--- config.mk ---
export PLATFORM = sky130hd
export DESIGN_NAME = ffba_ctrl
export DESIGN_NICKNAME = d
export VERILOG_FILES = /design/src/rtl/ffba_pkg.sv /design/src/rtl/ffba_ctrl.sv
export SDC_FILE = /design/constraint.sdc
export NUM_CORES = 1
export LEC_CHECK = 0
export BUFFER_PORTS_ARGS = -buffer_cell sky130_fd_sc_hd__buf_4
export CAP_MARGIN = 20
export CELL_PAD_IN_SITES_DETAIL_PLACEMENT = 0
export CELL_PAD_IN_SITES_GLOBAL_PLACEMENT = 1
export CORE_MARGIN = 8
export CORE_UTILIZATION = 46
export CTS_BUF_LIST = sky130_fd_sc_hd__clkbuf_8
export DETAILED_ROUTE_END_ITERATION = 8
export PLACE_DENSITY_LB_ADDON = 0.1
export SKIP_LAST_GASP = 1
export SYNTH_ARGS = -nofsm -noshare
export SYNTH_HDL_FRONTEND = slang
export SYNTH_SLANG_ARGS = --single-unit
--- constraint.sdc ---
create_clock -name aclk -period 36.9 [get_ports aclk]
set_clock_uncertainty 0.15 [all_clocks]
set_input_delay 11.07 -clock aclk [delete_from_list [all_inputs] [get_ports aclk]]
set_output_delay 11.07 -clock aclk [all_outputs]
set_load 0.01 [all_outputs]
--- src/rtl/ffba_pkg.sv ---
// Shared types, codes and helpers of the first-fit block allocator.
`default_nettype none
package ffba_pkg;

    localparam int DEF_ADDR_BITS    = 16;
    localparam int DEF_USED_ENTRIES = 32;
    localparam int DEF_FREE_ENTRIES = 33;

    localparam int POOL_W    = 17;
    localparam int VALUE_W   = 17;
    localparam int ACTION_W  = 2;
    localparam int STATUS_W  = 3;
    localparam int ADDROUT_W = 16;
    localparam int WIDE_W    = 33;

    localparam logic [POOL_W-1:0] POOL_RESET = 17'd65536;

    typedef enum logic [ACTION_W-1:0] {
        ACT_REINIT = 2'd0,
        ACT_ALLOC  = 2'd1,
        ACT_FREE   = 2'd2,
        ACT_NONE   = 2'd3
    } action_t;

    typedef enum logic [STATUS_W-1:0] {
        ST_OK       = 3'd0,
        ST_NOSPACE  = 3'd1,
        ST_NOTALLOC = 3'd2,
        ST_FULL     = 3'd3,
        ST_ZERO     = 3'd4
    } status_t;

    typedef enum logic [2:0] {
        S_IDLE,
        S_REINIT,
        S_LAUNCH,
        S_SCAN,
        S_EVAL,
        S_WRITE2,
        S_DONE
    } state_t;

    // Flags carried by the search token along the row of cells
    typedef struct packed {
        logic valid;
        logic slot_found;
        logic u_found;
        logic best_found;
        logic prev_found;
        logic next_found;
        logic fslot_found;
    } tok_flags_t;

    // Broadcast write command controls
    typedef struct packed {
        logic clear;
        logic fwe;
        logic fvalid;
        logic uwe;
        logic uvalid;
    } wr_ctl_t;

    // Pool size limited to the address space
    function automatic logic [WIDE_W-1:0] capped_pool(input logic [POOL_W-1:0] pool,
                                                       input int abits);
        logic [WIDE_W-1:0] cap;
        logic [WIDE_W-1:0] p;
        cap = WIDE_W'(1) << abits;
        p   = WIDE_W'(pool);
        return (p > cap) ? cap : p;
    endfunction

endpackage
`default_nettype wire

--- src/rtl/ffba_ctrl.sv ---
// Sequencer: takes requests, launches search tokens, decides and issues writes.
`default_nettype none
module ffba_ctrl import ffba_pkg::*; #(
    parameter int ADDR_BITS = DEF_ADDR_BITS,
    parameter int FIDX_W    = 6,
    parameter int UIDX_W    = 5
) (
    input  wire logic                  aclk,
    input  wire logic                  aresetn,
    input  wire logic                  cfg_wr_en,
    input  wire logic [POOL_W-1:0]     cfg_wr_data,
    input  wire logic                  s_valid,
    output logic                       s_ready,
    input  wire logic [ACTION_W-1:0]   s_action,
    input  wire logic [VALUE_W-1:0]    s_value,
    output logic                       m_valid,
    input  wire logic                  m_ready,
    output logic [STATUS_W-1:0]        m_status,
    output logic [ADDROUT_W-1:0]       m_address,
    // search token
    output logic                       tok_launch,
    output logic [VALUE_W-1:0]         qry_value,
    output logic [ADDR_BITS-1:0]       qry_end,
    input  wire tok_flags_t            t_flg,
    input  wire logic [UIDX_W-1:0]     t_slot_idx,
    input  wire logic [UIDX_W-1:0]     t_u_idx,
    input  wire logic [ADDR_BITS-1:0]  t_u_end,
    input  wire logic [FIDX_W-1:0]     t_best_idx,
    input  wire logic [ADDR_BITS-1:0]  t_best_start,
    input  wire logic [ADDR_BITS-1:0]  t_best_end,
    input  wire logic [FIDX_W-1:0]     t_prev_idx,
    input  wire logic [ADDR_BITS-1:0]  t_prev_start,
    input  wire logic [FIDX_W-1:0]     t_next_idx,
    input  wire logic [ADDR_BITS-1:0]  t_next_end,
    input  wire logic [FIDX_W-1:0]     t_fslot_idx,
    // write broadcast
    output wr_ctl_t                    wr,
    output logic [FIDX_W-1:0]          wr_fidx,
    output logic [ADDR_BITS-1:0]       wr_fstart,
    output logic [ADDR_BITS-1:0]       wr_fend,
    output logic [UIDX_W-1:0]          wr_uidx,
    output logic [ADDR_BITS-1:0]       wr_ustart,
    output logic [ADDR_BITS-1:0]       wr_uend
);

    state_t               state_reg, state_next;
    action_t              act_reg, act_next;
    logic [VALUE_W-1:0]   value_reg, value_next;
    logic                 pass2_reg, pass2_next;
    logic [ADDR_BITS-1:0] e_reg, e_next;
    logic [UIDX_W-1:0]    uidx_reg, uidx_next;
    logic [POOL_W-1:0]    pool_reg;
    status_t              res_status_reg, res_status_next;
    logic [ADDR_BITS-1:0] res_addr_reg, res_addr_next;
    logic                 m_valid_reg, m_valid_next;
    logic [STATUS_W-1:0]  m_status_reg, m_status_next;
    logic [ADDROUT_W-1:0] m_address_reg, m_address_next;

    // captured token
    tok_flags_t           c_flg;
    logic [UIDX_W-1:0]    c_slot_idx, c_u_idx;
    logic [ADDR_BITS-1:0] c_u_end, c_best_start, c_best_end, c_prev_start, c_next_end;
    logic [FIDX_W-1:0]    c_best_idx, c_prev_idx, c_next_idx, c_fslot_idx;

    logic [WIDE_W-1:0]    pool_cnt, best_len, alloc_end, alloc_next;
    logic [WIDE_W-1:0]    addr_wide;

    assign s_ready   = (state_reg == S_IDLE);
    assign m_valid   = m_valid_reg;
    assign m_status  = m_status_reg;
    assign m_address = m_address_reg;
    assign qry_value = value_reg;
    assign qry_end   = e_reg;

    always_comb begin
        pool_cnt   = capped_pool(pool_reg, ADDR_BITS);
        best_len   = WIDE_W'(c_best_end) - WIDE_W'(c_best_start) + WIDE_W'(1);
        alloc_end  = WIDE_W'(c_best_start) + WIDE_W'(value_reg) - WIDE_W'(1);
        alloc_next = WIDE_W'(c_best_start) + WIDE_W'(value_reg);
        addr_wide  = WIDE_W'(res_addr_reg);

        state_next      = state_reg;
        act_next        = act_reg;
        value_next      = value_reg;
        pass2_next      = pass2_reg;
        e_next          = e_reg;
        uidx_next       = uidx_reg;
        res_status_next = res_status_reg;
        res_addr_next   = res_addr_reg;
        m_valid_next    = m_valid_reg && !m_ready;
        m_status_next   = m_status_reg;
        m_address_next  = m_address_reg;
        tok_launch      = 1'b0;
        wr              = '0;
        wr_fidx         = '0;
        wr_fstart       = '0;
        wr_fend         = '0;
        wr_uidx         = '0;
        wr_ustart       = '0;
        wr_uend         = '0;

        unique case (state_reg)
            S_IDLE: begin
                if (s_valid) begin
                    act_next        = action_t'(s_action);
                    value_next      = s_value;
                    pass2_next      = 1'b0;
                    res_status_next = ST_OK;
                    res_addr_next   = '0;
                    unique case (action_t'(s_action))
                        ACT_REINIT: state_next = S_REINIT;
                        ACT_ALLOC: begin
                            if (s_value == '0) begin
                                res_status_next = ST_ZERO;
                                state_next      = S_DONE;
                            end else begin
                                state_next = S_LAUNCH;
                            end
                        end
                        ACT_FREE:   state_next = S_LAUNCH;
                        default:    state_next = S_DONE;
                    endcase
                end
            end
            S_REINIT: begin
                wr.clear   = 1'b1;
                wr.fwe     = 1'b1;
                wr.fvalid  = (pool_cnt != '0);
                wr_fidx    = '0;
                wr_fstart  = '0;
                wr_fend    = ADDR_BITS'(pool_cnt - WIDE_W'(1));
                state_next = S_DONE;
            end
            S_LAUNCH: begin
                tok_launch = 1'b1;
                state_next = S_SCAN;
            end
            S_SCAN: begin
                if (t_flg.valid) state_next = S_EVAL;
            end
            S_EVAL: begin
                state_next = S_DONE;
                if (act_reg == ACT_ALLOC) begin
                    if (!c_flg.slot_found) begin
                        res_status_next = ST_FULL;
                    end else if (!c_flg.best_found) begin
                        res_status_next = ST_NOSPACE;
                    end else begin
                        wr.uwe        = 1'b1;
                        wr.uvalid     = 1'b1;
                        wr_uidx       = c_slot_idx;
                        wr_ustart     = c_best_start;
                        wr_uend       = ADDR_BITS'(alloc_end);
                        wr.fwe        = 1'b1;
                        wr.fvalid     = (best_len != WIDE_W'(value_reg));
                        wr_fidx       = c_best_idx;
                        wr_fstart     = ADDR_BITS'(alloc_next);
                        wr_fend       = c_best_end;
                        res_addr_next = c_best_start;
                    end
                end else if (!pass2_reg) begin
                    if (!c_flg.u_found) begin
                        res_status_next = ST_NOTALLOC;
                    end else begin
                        e_next     = c_u_end;
                        uidx_next  = c_u_idx;
                        pass2_next = 1'b1;
                        state_next = S_LAUNCH;
                    end
                end else if (!c_flg.prev_found && !c_flg.next_found && !c_flg.fslot_found) begin
                    res_status_next = ST_FULL;
                end else begin
                    wr.uwe    = 1'b1;
                    wr.uvalid = 1'b0;
                    wr_uidx   = uidx_reg;
                    wr.fwe    = 1'b1;
                    if (c_flg.prev_found && c_flg.next_found) begin
                        // drop the following segment now, extend the preceding one next
                        wr.fvalid  = 1'b0;
                        wr_fidx    = c_next_idx;
                        state_next = S_WRITE2;
                    end else if (c_flg.next_found) begin
                        wr.fvalid = 1'b1;
                        wr_fidx   = c_next_idx;
                        wr_fstart = ADDR_BITS'(value_reg);
                        wr_fend   = c_next_end;
                    end else if (c_flg.prev_found) begin
                        wr.fvalid = 1'b1;
                        wr_fidx   = c_prev_idx;
                        wr_fstart = c_prev_start;
                        wr_fend   = e_reg;
                    end else begin
                        wr.fvalid = 1'b1;
                        wr_fidx   = c_fslot_idx;
                        wr_fstart = ADDR_BITS'(value_reg);
                        wr_fend   = e_reg;
                    end
                end
            end
            S_WRITE2: begin
                wr.fwe     = 1'b1;
                wr.fvalid  = 1'b1;
                wr_fidx    = c_prev_idx;
                wr_fstart  = c_prev_start;
                wr_fend    = c_next_end;
                state_next = S_DONE;
            end
            S_DONE: begin
                if (!m_valid_reg || m_ready) begin
                    m_valid_next   = 1'b1;
                    m_status_next  = res_status_reg;
                    m_address_next = ADDROUT_W'(addr_wide);
                    state_next     = S_IDLE;
                end
            end
            default: state_next = S_IDLE;
        endcase
    end

    always_ff @(posedge aclk) begin
        if (!aresetn) begin
            state_reg   <= S_IDLE;
            m_valid_reg <= 1'b0;
            pool_reg    <= POOL_RESET;
        end else begin
            state_reg   <= state_next;
            m_valid_reg <= m_valid_next;
            if (cfg_wr_en) pool_reg <= cfg_wr_data;
        end
    end

    always_ff @(posedge aclk) begin
        act_reg        <= act_next;
        value_reg      <= value_next;
        pass2_reg      <= pass2_next;
        e_reg          <= e_next;
        uidx_reg       <= uidx_next;
        res_status_reg <= res_status_next;
        res_addr_reg   <= res_addr_next;
        m_status_reg   <= m_status_next;
        m_address_reg  <= m_address_next;
        if (state_reg == S_SCAN && t_flg.valid) begin
            c_flg        <= t_flg;
            c_slot_idx   <= t_slot_idx;
            c_u_idx      <= t_u_idx;
            c_u_end      <= t_u_end;
            c_best_idx   <= t_best_idx;
            c_best_start <= t_best_start;
            c_best_end   <= t_best_end;
            c_prev_idx   <= t_prev_idx;
            c_prev_start <= t_prev_start;
            c_next_idx   <= t_next_idx;
            c_next_end   <= t_next_end;
            c_fslot_idx  <= t_fslot_idx;
        end
    end

endmodule
`default_nettype wire

# --- Word level (Yosys, flattened, before mapping) ---
# Cells that the tools add are included.
totals:
  reg_bits: 220
  out_inout_bits: 135
classes:
  n_addsub: 5
  magnitude_cmp: 1
  eq_ne: 20
  n_mux: 84
  bitwise: 2
  n_reduce_logical: 24
op_table:
  columns: ["op", "count"]
  rows:
  - ["$mux 16", 27]
  - ["$pmux 16 s2", 2]
  - ["$mux 3", 16]
  - ["$mux 6", 8]
  - ["$pmux 16 s3", 1]
  - ["$ne 33x17->1", 1]
  - ["$reduce_bool 33->1", 1]
  - ["$sub 16x1->16 const B", 2]
  - ["$mux 5", 6]
  - ["$mux 4", 5]
  - ["$add 17x2->18 const B", 1]
  - ["$pmux 3 s6", 1]
  - ["$gt 17x17->1 const B", 1]
  - ["$logic_not 17->1", 1]
  - ["$mux 17", 1]
  - ["$sub 16x16->17", 1]
  - ["$add 16x16->16", 1]
  - ["$ne 2x2->1 const B", 7]
  - ["$ne 4x4->1 const B", 3]
  - ["$pmux 6 s2", 1]
  - ["$reduce_and 5->1", 2]
  - ["$eq 3x3->1 const B", 3]
  - ["$mux 1", 9]
  - ["$pmux 3 s3", 1]
  - ["other kinds (19)", 34]

# --- Longest topological paths before layout ---
logic_depth:
  ltp_word: 7
  mapped_depth: 13

# --- Least setup slack after synthesis ---
# OpenSTA, ideal clock, no wires.
synth_path:
  path_type: "in2reg"
  startpoint: "input port t_flg[6] in the netlist's numbering"
  endpoint: "register c_best_end[0] (enable)"
  setup_ps: 746
  t_arrival_ps: 19202
  t_required_ps: 36004
  path_slack_ps: 16802
  stages: 2
  path_buffers: 0
  path_cell_list: "inv_1 nor3_1"
synth_via:
  elab_chain_cells: 1
synth_rtl:
  columns: ["item", "line", "text"]
  rows:
  - ["start: declaration", "ffba_ctrl.sv:24", "input wire tok_flags_t t_flg,"]
  - ["$logic_and 1x1->1", "ffba_ctrl.sv:242", "if (state_reg == S_SCAN && t_flg.valid) begin"]
  - ["end signal: assignment", "ffba_ctrl.sv:249", "c_best_end <= t_best_end;"]
  - ["end: declaration", "ffba_ctrl.sv:62", "logic [ADDR_BITS-1:0] c_u_end, c_best_start, c_best_end, c_prev_start, c_next_end;"]
# Every way passes these cells.
# A chain may end at the register's enable or synchronous reset.

# --- Worst setup path in the final report ---
layout_path:
  startpoint: "register state_reg[2]"
  endpoint: "output port wr_fend[12]"
layout_via:
  elab_chain_cells: 2
layout_rtl:
  columns: ["item", "line", "text"]
  rows:
  - ["start: declaration", "ffba_ctrl.sv:46", "state_t state_reg, state_next;"]
  - ["start signal: assignment", "ffba_ctrl.sv:226", "state_reg <= state_next;"]
  - ["$eq 3x3->1 or $eq 3x1->1 (tied branches)", "ffba_ctrl.sv:102", "unique case (state_reg)"]
  - ["$pmux 16 s3 (*)", "ffba_ctrl.sv:102", null]
  - ["end: declaration", "ffba_ctrl.sv:40", "output logic [ADDR_BITS-1:0] wr_fend,"]
# Mark *: on every way between the ends. The rest lies on a longest branch, timed or not.

==> results.md <==
| Group | Parameter | Value |
| --- | --- | --- |
| cts | Number of buffers created by CTS | 38 |
| drt | Initial detailed-routing violation count | 728 |
| worst setup path | Worst reg2reg path depth | 5 |
| outcome | Outcome | finished clean |
| synthesis | Synth area leaders | sky130_fd_sc_hd__edfxtp_1, sky130_fd_sc_hd__ha_1, sky130_fd_sc_hd__dfxtp_1 |
| cts | Clock Sink Count | 220 |
| worst setup path | Worst flop-to-flop path endpoint | res_addr_reg[15] |
| cts | Clock slew at the register clock pins of the worst setup and hold paths | 60 ps |
| synthesis | Mean instance size in the synthesized netlist | 11.7 sq um |
| floorplanning | Die outline height | 173 microns |
| power | Cell area power density | 41.5 mW/mm^2 |
| worst hold path | HP Start | res_addr_reg[1] |
| worst setup path | Critical Path AT | 4270 ps |
| timing | Final total negative setup slack | 0 ps |
| timing | Slew at the pin with the worst max-slew slack | 1050 ps |
| timing | Final hold violations | 0 |
| timing | Max Transition Viols Final | 0 |
| cts | TritonCTS clock tree | done |
| worst setup path | Crit path from | state_reg[2] |
| cts | Latest clock arrival within the worst-skew pair | 530 ps |
| worst hold path | Hold path cells | 0 |
| timing | Setup repair after global routing missed its margin | no |
| worst hold path | HP Class | flop to flop |
| floorplanning | I/O pin cnt | 297 |
| worst hold path | Worst Hold End | m_address[1] |
| drt | Wire length reported by the detailed router | 34600 microns |
| cells and area | Top library cells by usage in the layout, fill and taps aside | sky130_fd_sc_hd__buf_4, sky130_fd_sc_hd__edfxtp_1, sky130_fd_sc_hd__nor2_1, sky130_fd_sc_hd__inv_1, sky130_fd_sc_hd__nand2_1 |
| drt | Number of DRC violations after detailed routing | 0 |
| cts | Maximum clock insertion buffer count | 3 |
| global routing | Gr ovfl total | 0 |
| floorplanning | Core region area | 0.0242 sq mm |
| timing | Tcrit/Tclk final | 42.0% |
| power | Leakage power | 5.95 nW |
| placed design | Final weighted congestion in routability-driven placement | 0.882 |
| global routing | Global-route wire length before repair | 52800 microns |
| timing | Fin crit period | 15490 ps |
| synthesis | Largest area contributor in the netlist | sky130_fd_sc_hd__edfxtp_1 |
| placed design | Half-perimeter wire length after detailed placement | 26600 microns |
| floorplanning | Effective utilization at floorplan | 46.7% |
| floorplanning | Site Rows | 57 |
| global routing | Initial antenna violation count | 0 |
| worst setup path | Setup slack of the most critical reg-to-reg path | 33460 ps |
| synthesis | Synthesized netlist net count | 1168 |
| global routing | Global routing usage summed across all routing layers | 22.3% |
| drt | Wire length per cell after detailed routing | 21.3 microns |
| synthesis | Yosys warnings | 0 |
| placed design | PortBufs | 296 |
| cts | CTS-repair resized insts | 0 |
| worst setup path | Launching point of the worst reg2reg path | state_reg[0] |
| drt | Via density per instance | 5.57 |
| cts | # hold bufs at CTS | 0 |
| cts | Post-CTS setup buffer count | 0 |
| global routing | Number of global-route vias before repair | 9211 |
| global routing | Largest net degree at the start of global routing | 63 |
| cells and area | Share of cells above drive strength 1 | 29.4% |
| synthesis | Number of storage elements in the synthesis netlist | 220 |
| synthesis | Number of different library cells in the post-synthesis netlist | 81 |
| power | Maximum vdd ir drop | 0.0275 mV |
| worst setup path | Largest fanout on the critical path | 24 |
| drt | Count of nets left with antenna violations after detail routing | 0 |
| timing | Worst slew margin relative to its limit | 29.7% |
| cells and area | Area Overhead vs Synth | 28.8% |
| timing | Timing-limited maximum frequency | 0.0646 GHz |
| floorplanning | Width of the die | 173 microns |
| floorplanning | Die area | 0.0299 sq mm |
| worst setup path | Critical path startpoint category | flop |
| timing | Finish-stage setup viols | 0 |
| cts | H-tree level count | 2 |
| drt | Total number of vias | 9072 |
| cts | Clock Root Buffer | sky130_fd_sc_hd__clkbuf_8 |
| worst setup path | CP Capture Type | primary output |
| timing | Final-layout worst hold slack | 259 ps |
| drt | Number of iterations in the first detailed-routing pass | 8 |
| synthesis | Synth async-reset ratio | 0% |
| cells and area | Leading cell type in the layout, fill and taps excluded | sky130_fd_sc_hd__buf_4 |
| synthesis | Mapped cell area | 0.0113 sq mm |
| flow run | Count of maximum capacitance violations | 0 |
| synthesis | Primary FF master, synth | sky130_fd_sc_hd__edfxtp_1 |
| synthesis | Post-Syn Instances | 970 |
| synthesis | Count of flip-flops with a built-in enable after synthesis | 199 |
| synthesis | Proportion of netlist area held by the largest area contributor | 52.8% |
| synthesis | Post-synthesis sequential area ratio | 56.5% |
| cells and area | N_diodes | 0 |
| worst setup path | Required time reported for the critical path endpoint | 25680 ps |
| worst setup path | Crit path kind | flop to primary output |
| cells and area | Final-stage net count | 1474 |
worst max-delay path, stage by stage (launching register included):
cell,delay (ps)
sky130_fd_sc_hd__dfxtp_1,750
sky130_fd_sc_hd__nand2_1,710
sky130_fd_sc_hd__or3_1,760
sky130_fd_sc_hd__nor2_1,170
sky130_fd_sc_hd__buf_4,260
sky130_fd_sc_hd__a21o_1,560
sky130_fd_sc_hd__a222oi_1,260
sky130_fd_sc_hd__nand2_1,120
sky130_fd_sc_hd__buf_4,130
cell type report:
cell class                 instances  area, sq um
clock inverter                    27          144
inverter                          45          169
fill                            2103         9680
multi-input combinational        667         4610
clock buffer                      41          564
tap                              324          405
timing repair buffer             304         2280
sequential                       220         6400
routing by layer:
metal	vias to the layer above	track usage, %	share of wire (%)	wire, microns
met4	0	6.86	2.3	786
met2	317	39.0	50	17400
li1	4345	-	-	-
met3	55	4.97	6.2	2130
met5	-	0	0	0
met1	4355	27.0	41	14300
logic make-up (layout without fill, tap and decap cells):
family	count (synthesis)	count (layout)	synth area share, %
compound gates	244	244	15.9
xor+xnor	57	57	4.91
fa+ha+maj	36	36	4.11
buf+inv	83	417	2.81
flops	220	220	56.5
mux	25	25	2.21
simple gates	305	305	13.5
worst max-delay path by stage:
stage | to | slack, ps | depth (start not counted)
floorplan | c_best_end[0] | 16800 | 2
global placement | wr_fend[4] | 21940 | 8
detailed placement | wr_fend[6] | 22000 | 8
CTS | wr_fend[6] | 21400 | 8
global route | wr_fend[6] | 21120 | 8
finish | wr_fend[12] | 21410 | 8
Yosys cell counts, types with 5 or more instances:
cell type	number
sky130_fd_sc_hd__o21ai_1	5
sky130_fd_sc_hd__nor4_1	8
sky130_fd_sc_hd__nand2_1	51
sky130_fd_sc_hd__inv_1	43
sky130_fd_sc_hd__or3_1	18
sky130_fd_sc_hd__a222oi_1	20
sky130_fd_sc_hd__a211oi_1	12
sky130_fd_sc_hd__buf_1	6
sky130_fd_sc_hd__clkbuf_1	27
sky130_fd_sc_hd__nand4_1	7
sky130_fd_sc_hd__mux2i_1	25
sky130_fd_sc_hd__a211o_1	8
sky130_fd_sc_hd__nor3_1	22
sky130_fd_sc_hd__buf_2	5
sky130_fd_sc_hd__nand2b_1	8
sky130_fd_sc_hd__xnor2_1	37
sky130_fd_sc_hd__nor2b_1	9
sky130_fd_sc_hd__a2111oi_0	5
sky130_fd_sc_hd__o21a_1	9
sky130_fd_sc_hd__o21ai_0	40
sky130_fd_sc_hd__xor2_1	15
sky130_fd_sc_hd__dfxtp_1	21
sky130_fd_sc_hd__and2_1	12
sky130_fd_sc_hd__ha_1	34
sky130_fd_sc_hd__and3_1	6
sky130_fd_sc_hd__o211ai_1	10
sky130_fd_sc_hd__o22ai_1	7
sky130_fd_sc_hd__a21o_1	16
sky130_fd_sc_hd__a22oi_1	12
sky130_fd_sc_hd__a22o_1	6
sky130_fd_sc_hd__nand3_1	21
sky130_fd_sc_hd__edfxtp_1	199
sky130_fd_sc_hd__a21oi_1	40
sky130_fd_sc_hd__nor2_1	110
sky130_fd_sc_hd__nor3b_1	5
per-stage QoR:
step	cell area (sq um)	cells	utilization [%]	worst slack [ps]	power, W
finish	14600	1628	60.1	21410	0.000605
CTS	14600	1628	60.1	21400	0.000610
floorplan	11300	970	-	16800	0.000358
detailed placement	13900	1560	57.2	22000	0.000401
global route	14600	1628	60.1	21120	0.000631
global placement	13900	1560	57.2	21940	0.000400
power breakdown:
group	total, W	switching [W]	internal (W)
Sequential	0.000297	0.0000110	0.000286
Combinational	0.0000992	0.0000531	0.0000461
Clock	0.000209	0.0000991	0.000110
No activity file was read; power rests on OpenSTA's default activity.
