$ cat src/rtl/ffba_pkg.sv
// Shared types, codes and helpers of the first-fit block allocator.
`default_nettype none
package ffba_pkg;

    localparam int DEF_ADDR_BITS    = 16;
    localparam int DEF_USED_ENTRIES = 32;
    localparam int DEF_FREE_ENTRIES = 33;

    localparam int POOL_W    = 17;
    localparam int VALUE_W   = 17;
    localparam int ACTION_W  = 2;
    localparam int STATUS_W  = 3;
    localparam int ADDROUT_W = 16;
    localparam int WIDE_W    = 33;

    localparam logic [POOL_W-1:0] POOL_RESET = 17'd65536;

    typedef enum logic [ACTION_W-1:0] {
        ACT_REINIT = 2'd0,
        ACT_ALLOC  = 2'd1,
        ACT_FREE   = 2'd2,
        ACT_NONE   = 2'd3
    } action_t;

    typedef enum logic [STATUS_W-1:0] {
        ST_OK       = 3'd0,
        ST_NOSPACE  = 3'd1,
        ST_NOTALLOC = 3'd2,
        ST_FULL     = 3'd3,
        ST_ZERO     = 3'd4
    } status_t;

    typedef enum logic [2:0] {
        S_IDLE,
        S_REINIT,
        S_LAUNCH,
        S_SCAN,
        S_EVAL,
        S_WRITE2,
        S_DONE
    } state_t;

    // Flags carried by the search token along the row of cells
    typedef struct packed {
        logic valid;
        logic slot_found;
        logic u_found;
        logic best_found;
        logic prev_found;
        logic next_found;
        logic fslot_found;
    } tok_flags_t;

    // Broadcast write command controls
    typedef struct packed {
        logic clear;
        logic fwe;
        logic fvalid;
        logic uwe;
        logic uvalid;
    } wr_ctl_t;

    // Pool size limited to the address space
    function automatic logic [WIDE_W-1:0] capped_pool(input logic [POOL_W-1:0] pool,
                                                       input int abits);
        logic [WIDE_W-1:0] cap;
        logic [WIDE_W-1:0] p;
        cap = WIDE_W'(1) << abits;
        p   = WIDE_W'(pool);
        return (p > cap) ? cap : p;
    endfunction

endpackage
`default_nettype wire

$ cat src/rtl/ffba_cell.sv
// One cell of the row: up to one free-segment entry and one used-block entry, search stage.
`default_nettype none
module ffba_cell import ffba_pkg::*; #(
    parameter int              ADDR_BITS   = DEF_ADDR_BITS,
    parameter int              FIDX_W      = 6,
    parameter int              UIDX_W      = 5,
    parameter int              INDEX       = 0,
    parameter bit              HAS_FREE    = 1'b1,
    parameter bit              HAS_USED    = 1'b1,
    parameter logic [ADDR_BITS-1:0] RESET_END = '0,
    parameter bit              RESET_VALID = 1'b1
) (
    input  wire logic                  aclk,
    input  wire logic                  aresetn,
    // broadcast query
    input  wire logic [VALUE_W-1:0]    qry_value,
    input  wire logic [ADDR_BITS-1:0]  qry_end,
    // broadcast write
    input  wire wr_ctl_t               wr,
    input  wire logic [FIDX_W-1:0]     wr_fidx,
    input  wire logic [ADDR_BITS-1:0]  wr_fstart,
    input  wire logic [ADDR_BITS-1:0]  wr_fend,
    input  wire logic [UIDX_W-1:0]     wr_uidx,
    input  wire logic [ADDR_BITS-1:0]  wr_ustart,
    input  wire logic [ADDR_BITS-1:0]  wr_uend,
    // token in
    input  wire tok_flags_t            in_flg,
    input  wire logic [UIDX_W-1:0]     in_slot_idx,
    input  wire logic [UIDX_W-1:0]     in_u_idx,
    input  wire logic [ADDR_BITS-1:0]  in_u_end,
    input  wire logic [FIDX_W-1:0]     in_best_idx,
    input  wire logic [ADDR_BITS-1:0]  in_best_start,
    input  wire logic [ADDR_BITS-1:0]  in_best_end,
    input  wire logic [FIDX_W-1:0]     in_prev_idx,
    input  wire logic [ADDR_BITS-1:0]  in_prev_start,
    input  wire logic [FIDX_W-1:0]     in_next_idx,
    input  wire logic [ADDR_BITS-1:0]  in_next_end,
    input  wire logic [FIDX_W-1:0]     in_fslot_idx,
    // token out (registered)
    output tok_flags_t                 out_flg,
    output logic [UIDX_W-1:0]          out_slot_idx,
    output logic [UIDX_W-1:0]          out_u_idx,
    output logic [ADDR_BITS-1:0]       out_u_end,
    output logic [FIDX_W-1:0]          out_best_idx,
    output logic [ADDR_BITS-1:0]       out_best_start,
    output logic [ADDR_BITS-1:0]       out_best_end,
    output logic [FIDX_W-1:0]          out_prev_idx,
    output logic [ADDR_BITS-1:0]       out_prev_start,
    output logic [FIDX_W-1:0]          out_next_idx,
    output logic [ADDR_BITS-1:0]       out_next_end,
    output logic [FIDX_W-1:0]          out_fslot_idx
);

    localparam logic [FIDX_W-1:0] MY_F = FIDX_W'(INDEX);
    localparam logic [UIDX_W-1:0] MY_U = UIDX_W'(INDEX);

    logic [ADDR_BITS-1:0] fstart_reg, fend_reg, ustart_reg, uend_reg;
    logic                 fvalid_reg, uvalid_reg;

    tok_flags_t           flg_next;
    logic [UIDX_W-1:0]    slot_idx_next, u_idx_next;
    logic [ADDR_BITS-1:0] u_end_next, best_start_next, best_end_next;
    logic [ADDR_BITS-1:0] prev_start_next, next_end_next;
    logic [FIDX_W-1:0]    best_idx_next, prev_idx_next, next_idx_next, fslot_idx_next;

    logic                 fval, uval, fits, is_prev, is_next;
    logic [WIDE_W-1:0]    seg_len;

    always_comb begin
        fval    = HAS_FREE && fvalid_reg;
        uval    = HAS_USED && uvalid_reg;
        seg_len = WIDE_W'(fend_reg) - WIDE_W'(fstart_reg) + WIDE_W'(1);
        fits    = seg_len >= WIDE_W'(qry_value);
        is_prev = (qry_value != '0) &&
                  (WIDE_W'(fend_reg) == WIDE_W'(qry_value) - WIDE_W'(1));
        is_next = WIDE_W'(fstart_reg) == WIDE_W'(qry_end) + WIDE_W'(1);

        flg_next        = in_flg;
        slot_idx_next   = in_slot_idx;
        u_idx_next      = in_u_idx;
        u_end_next      = in_u_end;
        best_idx_next   = in_best_idx;
        best_start_next = in_best_start;
        best_end_next   = in_best_end;
        prev_idx_next   = in_prev_idx;
        prev_start_next = in_prev_start;
        next_idx_next   = in_next_idx;
        next_end_next   = in_next_end;
        fslot_idx_next  = in_fslot_idx;

        if (!in_flg.slot_found && HAS_USED && !uvalid_reg) begin
            flg_next.slot_found = 1'b1;
            slot_idx_next       = MY_U;
        end
        if (!in_flg.u_found && uval && WIDE_W'(ustart_reg) == WIDE_W'(qry_value)) begin
            flg_next.u_found = 1'b1;
            u_idx_next       = MY_U;
            u_end_next       = uend_reg;
        end
        if (fval && fits && (!in_flg.best_found || fstart_reg < in_best_start)) begin
            flg_next.best_found = 1'b1;
            best_idx_next       = MY_F;
            best_start_next     = fstart_reg;
            best_end_next       = fend_reg;
        end
        if (!in_flg.prev_found && fval && is_prev) begin
            flg_next.prev_found = 1'b1;
            prev_idx_next       = MY_F;
            prev_start_next     = fstart_reg;
        end
        if (!in_flg.next_found && fval && is_next) begin
            flg_next.next_found = 1'b1;
            next_idx_next       = MY_F;
            next_end_next       = fend_reg;
        end
        if (!in_flg.fslot_found && HAS_FREE && !fvalid_reg) begin
            flg_next.fslot_found = 1'b1;
            fslot_idx_next       = MY_F;
        end
    end

    // hand the token on to the neighbour
    always_ff @(posedge aclk) begin
        if (!aresetn) begin
            out_flg <= '0;
        end else begin
            out_flg <= flg_next;
        end
        out_slot_idx   <= slot_idx_next;
        out_u_idx      <= u_idx_next;
        out_u_end      <= u_end_next;
        out_best_idx   <= best_idx_next;
        out_best_start <= best_start_next;
        out_best_end   <= best_end_next;
        out_prev_idx   <= prev_idx_next;
        out_prev_start <= prev_start_next;
        out_next_idx   <= next_idx_next;
        out_next_end   <= next_end_next;
        out_fslot_idx  <= fslot_idx_next;
    end

    // entry storage
    always_ff @(posedge aclk) begin
        if (!aresetn) begin
            fvalid_reg <= HAS_FREE && (INDEX == 0) && RESET_VALID;
            fstart_reg <= '0;
            fend_reg   <= RESET_END;
            uvalid_reg <= 1'b0;
        end else begin
            if (wr.clear) begin
                fvalid_reg <= 1'b0;
                uvalid_reg <= 1'b0;
            end
            if (HAS_FREE && wr.fwe && wr_fidx == MY_F) begin
                fvalid_reg <= wr.fvalid;
                fstart_reg <= wr_fstart;
                fend_reg   <= wr_fend;
            end
            if (HAS_USED && wr.uwe && wr_uidx == MY_U) begin
                uvalid_reg <= wr.uvalid;
            end
        end
    end

    always_ff @(posedge aclk) begin
        if (HAS_USED && wr.uwe && wr_uidx == MY_U) begin
            ustart_reg <= wr_ustart;
            uend_reg   <= wr_uend;
        end
    end

endmodule
`default_nettype wire

$ cat config.mk
export PLATFORM = sky130hd
export DESIGN_NAME = ffba_cell
export DESIGN_NICKNAME = d
export VERILOG_FILES = /design/src/rtl/ffba_pkg.sv /design/src/rtl/ffba_cell.sv
export SDC_FILE = /design/constraint.sdc
export NUM_CORES = 1
export LEC_CHECK = 0
export ABC_AREA = 0
export BUFFER_PORTS_ARGS = -buffer_cell sky130_fd_sc_hd__buf_4
export CAP_MARGIN = 20
export CORE_MARGIN = 2
export CORE_UTILIZATION = 45
export CTS_CLUSTER_DIAMETER = 30
export CTS_CLUSTER_SIZE = 14
export DETAILED_ROUTE_END_ITERATION = 6
export PLACE_DENSITY = 0.88
export SYNTH_ARGS = -nofsm -noshare
export SYNTH_HDL_FRONTEND = slang
export SYNTH_SLANG_ARGS = --single-unit
$ cat constraint.sdc
create_clock -name aclk -period 4.77 [get_ports aclk]
set_input_delay 0.477 -clock aclk [delete_from_list [all_inputs] [get_ports aclk]]
set_output_delay 0.477 -clock aclk [all_outputs]
set_load 0.05 [all_outputs]
Yosys cells after proc, flatten, opt, wreduce, memory -nomap -nowiden

Cells that the tools add are included.

Word-level logic and storage cells: 74
Bits of input ports: 236
Bits in registers: 187

Reductions and logical operators: 27
Mux-type cells: 14
Equality and inequality tests: 3
$lt $le $gt $ge: 2
Add/subtract/negate cells: 4

Operators with widths:

| cell                    | number |
|---|---|
| $mux W16                | 5 |
| $eq A16 B17 Y1          | 2 |
| $eq A16 B33 Y1          | 1 |
| $ge A33 B17 Y1          | 1 |
| $add A17 B2 Y18 const B | 1 |
| $sub A17 B1 Y18 const B | 1 |
| $add A16 B1 Y17 const B | 1 |
| $reduce_bool A17 Y1     | 1 |
| $sub A16 B16 Y17        | 1 |
| $lt A16 B16 Y1          | 1 |
| $logic_and A1 B1 Y1     | 13 |
| $mux W1                 | 9 |
| $logic_not A1 Y1        | 8 |
| $logic_not A6 Y1        | 1 |
| $logic_not A5 Y1        | 1 |
| $reduce_bool A2 Y1      | 2 |
| $logic_or A1 B1 Y1      | 1 |

Longest topological paths before layout

Gate-level depths: netlist of the first run.

Depth after elaboration: 6
Mapped depth: 22
Depth with buffers taken out: 20

Worst setup path before layout of the first run

No wires, ideal clock.

Path type: register -> register
Start point: reg fend_reg[0]
End point: reg out_best_end[10]
Arrival: 4.529 ns
Buffers on the path: 1
Cell stages (with the launch flop): 22
Period minus slack after synthesis: 4.650 ns
Setup time: 0.121 ns
Slack: 0.120 ns
Required time: 4.649 ns
Path through: dfxtp_1 inv_1 ha_1 fa_1 nor2b_1 o2111a_1 o21ai_0 a221oi_1 and4bb_2 and3_1 nand3_1 xnor2_1 ha_1 a21o_1 a211oi_1 o2bb2ai_1 a31oi_1 a311oi_1 nand4_1 nand3_1 buf_4 mux2_2

Longest elaborated chain between the ends: 6

RTL lines:

| item                              | RTL line         | text |
|---|---|---|
| from (decl)                       | ffba_cell.sv:57  | `logic [ADDR_BITS-1:0] fstart_reg, fend_reg, ustart_reg, uend_reg;` |
| from (signal assigned)            | ffba_cell.sv:157 | `fend_reg <= wr_fend;` |
| $sub A16 B16 Y17                  | ffba_cell.sv:72  | `seg_len = WIDE_W'(fend_reg) - WIDE_W'(fstart_reg) + WIDE_W'(1);` |
| $add A17 B2 Y18                   | ffba_cell.sv:72  |  |
| $ge A33 B17 Y1                    | ffba_cell.sv:73  | `fits = seg_len >= WIDE_W'(qry_value);` |
| $logic_and A1 B1 Y1 (2 in series) | ffba_cell.sv:100 | `if (fval && fits && (!in_flg.best_found \|\| fstart_reg < in_best_start)) begin` |
| $mux W16                          | ffba_cell.sv:100 |  |
| named net best_end_next[10]       | ffba_cell.sv:62  | `logic [ADDR_BITS-1:0] u_end_next, best_start_next, best_end_next;` |
| to (signal assigned)              | ffba_cell.sv:134 | `out_best_end <= best_end_next;` |
| to (decl)                         | ffba_cell.sv:46  | `output logic [ADDR_BITS-1:0] out_best_end,` |

The timed path passes the listed nets, and every way through them passes these cells.
A chain may end at the register's enable or synchronous reset.

Final worst setup path of the first run

Start point: reg fstart_reg[1]
End point: reg out_best_end[0]

Longest elaborated chain between the ends: 6

RTL lines:

| item                       | RTL line         | text |
|---|---|---|
| from (decl)                | ffba_cell.sv:57  |  |
| from (signal assigned)     | ffba_cell.sv:156 | `fstart_reg <= wr_fstart;` |
| $sub A16 B16 Y17           | ffba_cell.sv:72  |  |
| $add A17 B2 Y18            | ffba_cell.sv:72  |  |
| $ge A33 B17 Y1             | ffba_cell.sv:73  |  |
| $logic_and A1 B1 Y1        | ffba_cell.sv:100 |  |
| $logic_and A1 B1 Y1 *      | ffba_cell.sv:100 |  |
| $mux W16 *                 | ffba_cell.sv:100 |  |
| named net best_end_next[0] | ffba_cell.sv:62  |  |

The timed path passes the listed nets; every way through them passes the cells marked *.

==> impl_metrics.toml, run 1 <==
[power_and_ir_drop]
p_sw_mw = 1.214
ir_drop_mv = 0.2340
switching_share_pct = 30.13
pwr-share-comb_pct = 21.5
leakagePower_nw = 6.292
seqPwrFrac_pct = 42.4
power_frac_clock_pct = 36.1
power_density_nw_per_um2 = 296.0
p_int_mw = 2.816

[cells_and_area]
diodes = 0
layout-drive-gt1-share_pct = 42.25
layout.nets = 1629
final_area_sq_um = 13620
final_core_util_pct = 67.09
area_growth_pct = 45.68

[yosys]
yosys_register_bits = 187
synth.avg_cell_area_sq_um = 10.14
synth.cell_area_sq_um = 9348
synth_cells = 922
synth.distinct_cells = 75
ys_seq_area_share_pct = 43.47
synth_fp_nets = 1210
synth_area_leaders = "dfxtp_1, edfxtp_1, ha_1"
synth_ff_type = "dfxtp_1"
ys_warn_count = 0
synth.largest_area_cell = "dfxtp_1"
yosysTopAreaCellShare_pct = 33.20
synth_edf_count = 32
ys_async_sr_fraction_pct = 0

[setup_path]
crit_chain = "inv_1, ha_1, nor2b_1, o31a_1, o2111ai_2, o211a_1, and4bb_2, buf_6, nand3_4, xnor2_2, ha_1, a21o_1, a2111oi_4, a31oi_2, a311oi_2, nand4_1, nand3_4, clkbuf_16, mux2_2"
endpoint_kind = "flip-flop"
critPathKind = "reg2reg"
worstPathArrival_ns = 4.98
cpPeakStageDelay_ns = 0.40
critPathSlowestCell = "a2111oi_4"
cp_max_fo = 8
cp.required_ns = 5.08
cp-start-kind = "flip-flop"

[route]
initialDrtViolationCount = 595
num_vias = 8783
drt-vias-per-instance = 5.408
antenna_left = 0
drt-total-wl_microns = 32350
routedWlPerCell_microns = 19.92
drc = 0
drtPass1Iterations = 6

[sta]
max_freq_mhz = 214.4
min_period_ns = 4.664
clock_skew_ns = 0.01852
drv_slew = 0
worst_slack_ns = 0.1065
hold_viol = 0
timing.hold.ws_ns = 0.2119
period_share_pct = 97.77
rsz0062_at_grt = "yes"
worst_pin_slew_ns = 0.7109
setup_tns_ns = 0
setup_viol = 0
relSlewSlack_pct = 52.24

[cts]
cts_hold_buffers = 0
cts_buffers = 17
cts_tree = "done"
cts.clk_slew.worst_paths_ns = 0.08
cts-root-buf = "clkbuf_16"
clk_latency_ns = 0.43
clock-sinks = 187
clockBufferDepth = 2
cts_htree_levels = 4

[placement]
portBuffers = 356
hpwl_microns = 24930
gp_congestion = 0.9299
post-place-ws_ns = -0.2960
place_area_sq_um = 12620

[status]
outcome = "finished clean"

[grt]
grt_overflow = 0
grt_max_degree = 42
grt_pass1_wl_microns = 46730
first_global_vias = 8622
antenna_found_initial = 0
grt_usage_pct = 27.88

[run]
drv_cap = 0

[floorplanning]
die_h_microns = 148.1
fp.dieArea_sq_um = 21940
io_pins = 357
rows = 52
placeableCoreArea_sq_um = 20300
start_util_pct = 46.05
die_w_microns = 148.1

[min_path]
hold_class = "in2reg"
[placed cells by master, fill, tap and decap left out, types with 23 or more instances in the layout]
master      n
xnor2_1    48
edfxtp_1   32
nor2_1     30
and2_1     33
ha_1       46
nand2_1    92
a21boi_0   37
buf_4     420
dfxtp_1   151
xor2_1     23
inv_1      56
a21oi_1    24
nand3_1    23
mux2_2     40
[kinds of logic (layout without fill, tap and decap cells)]
group	after synthesis	count (layout)	synth area share (%)
mux	86	86	10.61
buf+inv	85	517	4.096
xor+xnor	74	74	7.014
flops	187	187	43.47
fa+ha+maj	52	52	7.041
compound gates	162	162	12.11
simple gates	276	276	15.65
[per-stage QoR]
step | instances | power, mW
after floorplan | 922 | 2.216
after global placement | 1575 | 2.553
after detailed placement | 1575 | 2.570
after CTS | 1609 | 4.012
after global routing | 1624 | 4.154
final | 1624 | 4.031
[worst max-delay path: cells and delay by family (launching register included)]
family	cells	cell delay [ns]
AO/OA/AOI/OAI	7	1.79
XOR/XNOR	1	0.14
adder cells (fa/ha/maj)	2	0.60
buffers and inverters	3	0.38
flip-flops	1	0.39
multiplexers	1	0.34
AND/OR/NAND/NOR	5	0.90
[power groups by stage]
stage	clock network [mW]	registers [mW]	logic, mW
after floorplan	0	2.00	0.216
after global placement	0	1.75	0.808
after detailed placement	0	1.75	0.823
after CTS	1.47	1.71	0.830
after global routing	1.53	1.71	0.907
final	1.45	1.71	0.866
[worst paths after layout]
path,end,slack (ns),depth (start not counted),start
max reg2reg,out_best_end[0],0.11,19,fstart_reg[1]
min,ustart_reg[11],0.21,1,wr_ustart[11]
max,out_best_end[0],0.11,19,fstart_reg[1]
min reg2reg,out_u_end[11],0.47,1,uend_reg[11]
[routing by layer]
metal / vias up / track usage, % / wire, microns
met5: - / 0 / 0
met4: 0 / 10.90 / 1134
met3: 69 / 4.509 / 2051
met2: 405 / 49.86 / 16540
met1: 4213 / 33.55 / 12620
li1: 4096 / - / -
[synth_stat cells, types with 3 or more instances]
cell type    n
a211oi_1    12
a21boi_0    37
a21o_1      11
a21oi_1     29
a221oi_1     3
a31oi_1      4
and2_1      33
and3_1      12
and4_1       5
buf_2        3
buf_4        3
buf_6        5
clkbuf_1    14
dfxtp_1    155
edfxtp_1    32
ha_1        51
inv_1       57
mux2_1      13
mux2_2      40
mux2_4      13
mux2i_1     20
nand2_1     93
nand2b_1     5
nand3_1     26
nand4_1     15
nor2_1      31
nor2b_1     19
nor3_1      12
nor4_1       3
o2111ai_1    3
o211ai_1     5
o21a_1       4
o21ai_0     24
o22ai_1      4
o31a_1       3
or2_2        3
xnor2_1     49
xor2_1      24
[timing repair]
action / in CTS / in global routing
setup buffers: 2 / 13
resized for setup: 4 / 53
pin swaps: 7 / 22
endpoints found under the setup margin: 38 / 39
cloned: 0 / 1
[final cells by class]
class	count	area (sq um)
Multi-Input combinational cell	650	5132
Clock inverter	12	120.1
Fill cell	1513	6681
Sequential cell	187	4069
Inverter	58	217.7
Clock buffer	20	479.2
Timing Repair Buffer	427	3262
Tap cell	270	337.8
(Power assumes the default switching activity.)
==> run 2: changes to the inputs <==
- BUFFER_PORTS_ARGS: -buffer_cell sky130_fd_sc_hd__buf_4 -> -buffer_cell sky130_fd_sc_hd__buf_2
- CORE_UTILIZATION: 45 -> 46
- CTS_BUF_LIST: not set -> sky130_fd_sc_hd__clkbuf_2
- PLACE_DENSITY: 0.88 -> 0.9
- SETUP_SLACK_MARGIN: not set -> 0.3
==> run 2 against run 1 <==
  * The flow now finishes with violations (negative setup slack)
  * Worst hold slack got worse by 0.18 ns
  * Sequential share of layout area down 1.7 points
  * Power shrank 11%
  * Maximum frequency fell by 5.8%
  * Global-route usage up 8.9 points
  * Flip-flop and latch count unchanged
==> impl_metrics.toml, run 2 (synthesized netlist as in run 1, its figures left out) <==
[status]
outcome = "finished with violations"
violations = "negative setup slack"

[sta]
relSlewSlack_pct = 35.20
period_share_pct = 103.8
worst_pin_slew_ns = 0.9720
rsz0062_at_grt = "yes"
setup_viol = 35
clock_skew_ns = 0.06508
min_period_ns = 4.950
worst_slack_ns = -0.1796
drv_slew = 0
max_freq_mhz = 202.0
hold_viol = 0

[cells_and_area]
final_common_cell = "buf_2"
layout.nets = 1819
mostFrequentLayoutCells = "buf_2, dlygate4sd3_1, dfxtp_1"
layout-drive-gt1-share_pct = 36.79
nFillCells = 1218
area_growth_pct = 54.36

[cts]
clk_latency_ns = 0.85
clockBufferDepth = 2
cts_buffers = 17
cts.clk_slew.worst_paths_ns = 0.30
cts-root-buf = "clkbuf_2"
cts_tree = "done"
cts_htree_levels = 4
clock-sinks = 187

[min_path]
hold_path_depth = 3
hold_class = "in2reg"

[route]
drc = 0
routedWlPerCell_microns = 22.41
drt-total-wl_microns = 40690
initialDrtViolationCount = 959
num_vias = 10469
drtPass1Iterations = 5
antenna_left = 0
drt-vias-per-instance = 5.765

[placement]
post-place-ws_ns = -0.04227
gp_congestion = 1.008
portBuffers = 356
hpwl_microns = 24850

[power_and_ir_drop]
ir_drop_mv = 0.1779
fin_total_pwr_mw = 3.598
leakagePower_nw = 6.794
power_density_nw_per_um2 = 249.3

[setup_path]
critPathKind = "reg2reg"
ff2ff_path_depth = 18
cp.required_ns = 5.52
crit_path_start = "fend_reg[11]"
r2r-end = "out_best_end[4]"
endpoint_kind = "flip-flop"
cp-start-kind = "flip-flop"
regToRegSetupSlack_ns = -0.18
cp-endpoint = "out_best_end[4]"
r2r-start = "fend_reg[11]"
worstPathArrival_ns = 5.70
cp_max_fo = 10

[floorplanning]
start_util_pct = 46.50
die_h_microns = 146.6
die_w_microns = 146.6
fp.dieArea_sq_um = 21480
rows = 52
placeableCoreArea_sq_um = 20100
io_pins = 357

[grt]
grt_usage_pct = 36.80
grt_max_degree = 42
first_global_vias = 10994
grt_pass1_wl_microns = 60600
grt_overflow = 0
antenna_found_initial = 3

[run]
drv_cap = 0
[run 2: cell types whose count changed in the layout (fill, tap and decap cells not counted), moves of 3 or more]
cell | previous run | this run
buf_2 | 0 | 356
buf_4 | 420 | 56
buf_6 | 3 | 7
mux2_4 | 13 | 30
clkbuf_16 | 20 | 0
dlygate4sd3_1 | 0 | 189
clkbuf_2 | 0 | 17
mux2_2 | 40 | 23
buf_16 | 0 | 3
[run 2: timing repair]
item | CTS | global route
hold buffers | 189 | 0
pin swaps | 16 | 10
buffers inserted | 14 | 8
gates cloned | 3 | 0
setup endpoints to repair | 38 | 39
endpoints found under the hold margin | 183 | 0
gates resized for setup | 51 | 26
[run 2: area by class of cell]
type	instances	area, sq um	share of cell area, %
Inverter	58	217.7	1.509
Sequential cell	187	4069	28.20
Tap cell	270	337.8	2.341
Antenna cell	2	5.005	0.03469
Timing Repair Buffer	617	4360	30.22
Multi-Input combinational cell	650	5180	35.90
Clock inverter	15	173.9	1.205
Clock buffer	17	85.08	0.5897
[run 2: metal layers]
metal / up-vias / wire length [microns] / GRT usage, % / share of wire, %
li1: 4479 / - / - / -
met1: 4898 / 13870 / 39.05 / 34
met2: 808 / 19540 / 63.37 / 48
met3: 282 / 3772 / 8.938 / 9.3
met4: 2 / 3493 / 27.67 / 8.6
met5: - / 10 / 0 / 0.025
[run 2: per-stage QoR]
stage | setup TNS [ns] | utilization [%] | hold slack [ns] | area, sq um | std cells
CTS | 0 | 70.78 | 0.004970 | 14230 | 1805
global placement | 0 | 58.13 | 0.4502 | 11690 | 1567
detailed placement | -0.5963 | 58.13 | 0.4675 | 11690 | 1567
finish | -3.922 | 71.77 | 0.02889 | 14430 | 1816
floorplan | 0 | - | 0.4493 | 9364 | 922
global route | -8.930 | 71.77 | 0.01901 | 14430 | 1816
[run 2: worst min path at each step]
stage                 start             to  slack, ns
2_1_floorplan   uend_reg[0]   out_u_end[0]       0.45
6_report         wr_fend[7]    fend_reg[7]       0.03
4_1_cts          wr_fend[7]    fend_reg[7]      0.005
3_3_place_gp   uend_reg[11]  out_u_end[11]       0.45
3_5_place_dp    uend_reg[7]   out_u_end[7]       0.47
5_1_grt          wr_fend[7]    fend_reg[7]       0.02
[run 2: where the power goes]
group	leakage, nW	switching (mW)	total, mW	internal (mW)
sequential	1.58	0.0347	1.72	1.69
clock	0.155	0.665	0.888	0.222
combinational	5.06	0.571	0.986	0.416
[run 2: worst max-delay path, cell delays in order (launching register included)]
cell	delay (ns)
dfxtp_1	0.63
ha_1	0.42
a21oi_1	0.36
a21oi_1	0.14
o21ai_0	0.30
a21oi_1	0.16
nor4_2	0.42
nand3_1	0.19
xnor2_1	0.27
ha_1	0.30
a211oi_2	0.30
buf_4	0.17
a31oi_4	0.07
a311oi_1	0.21
nand4_1	0.21
nand3_4	0.17
buf_12	0.14
buf_16	0.13
mux2_4	0.30
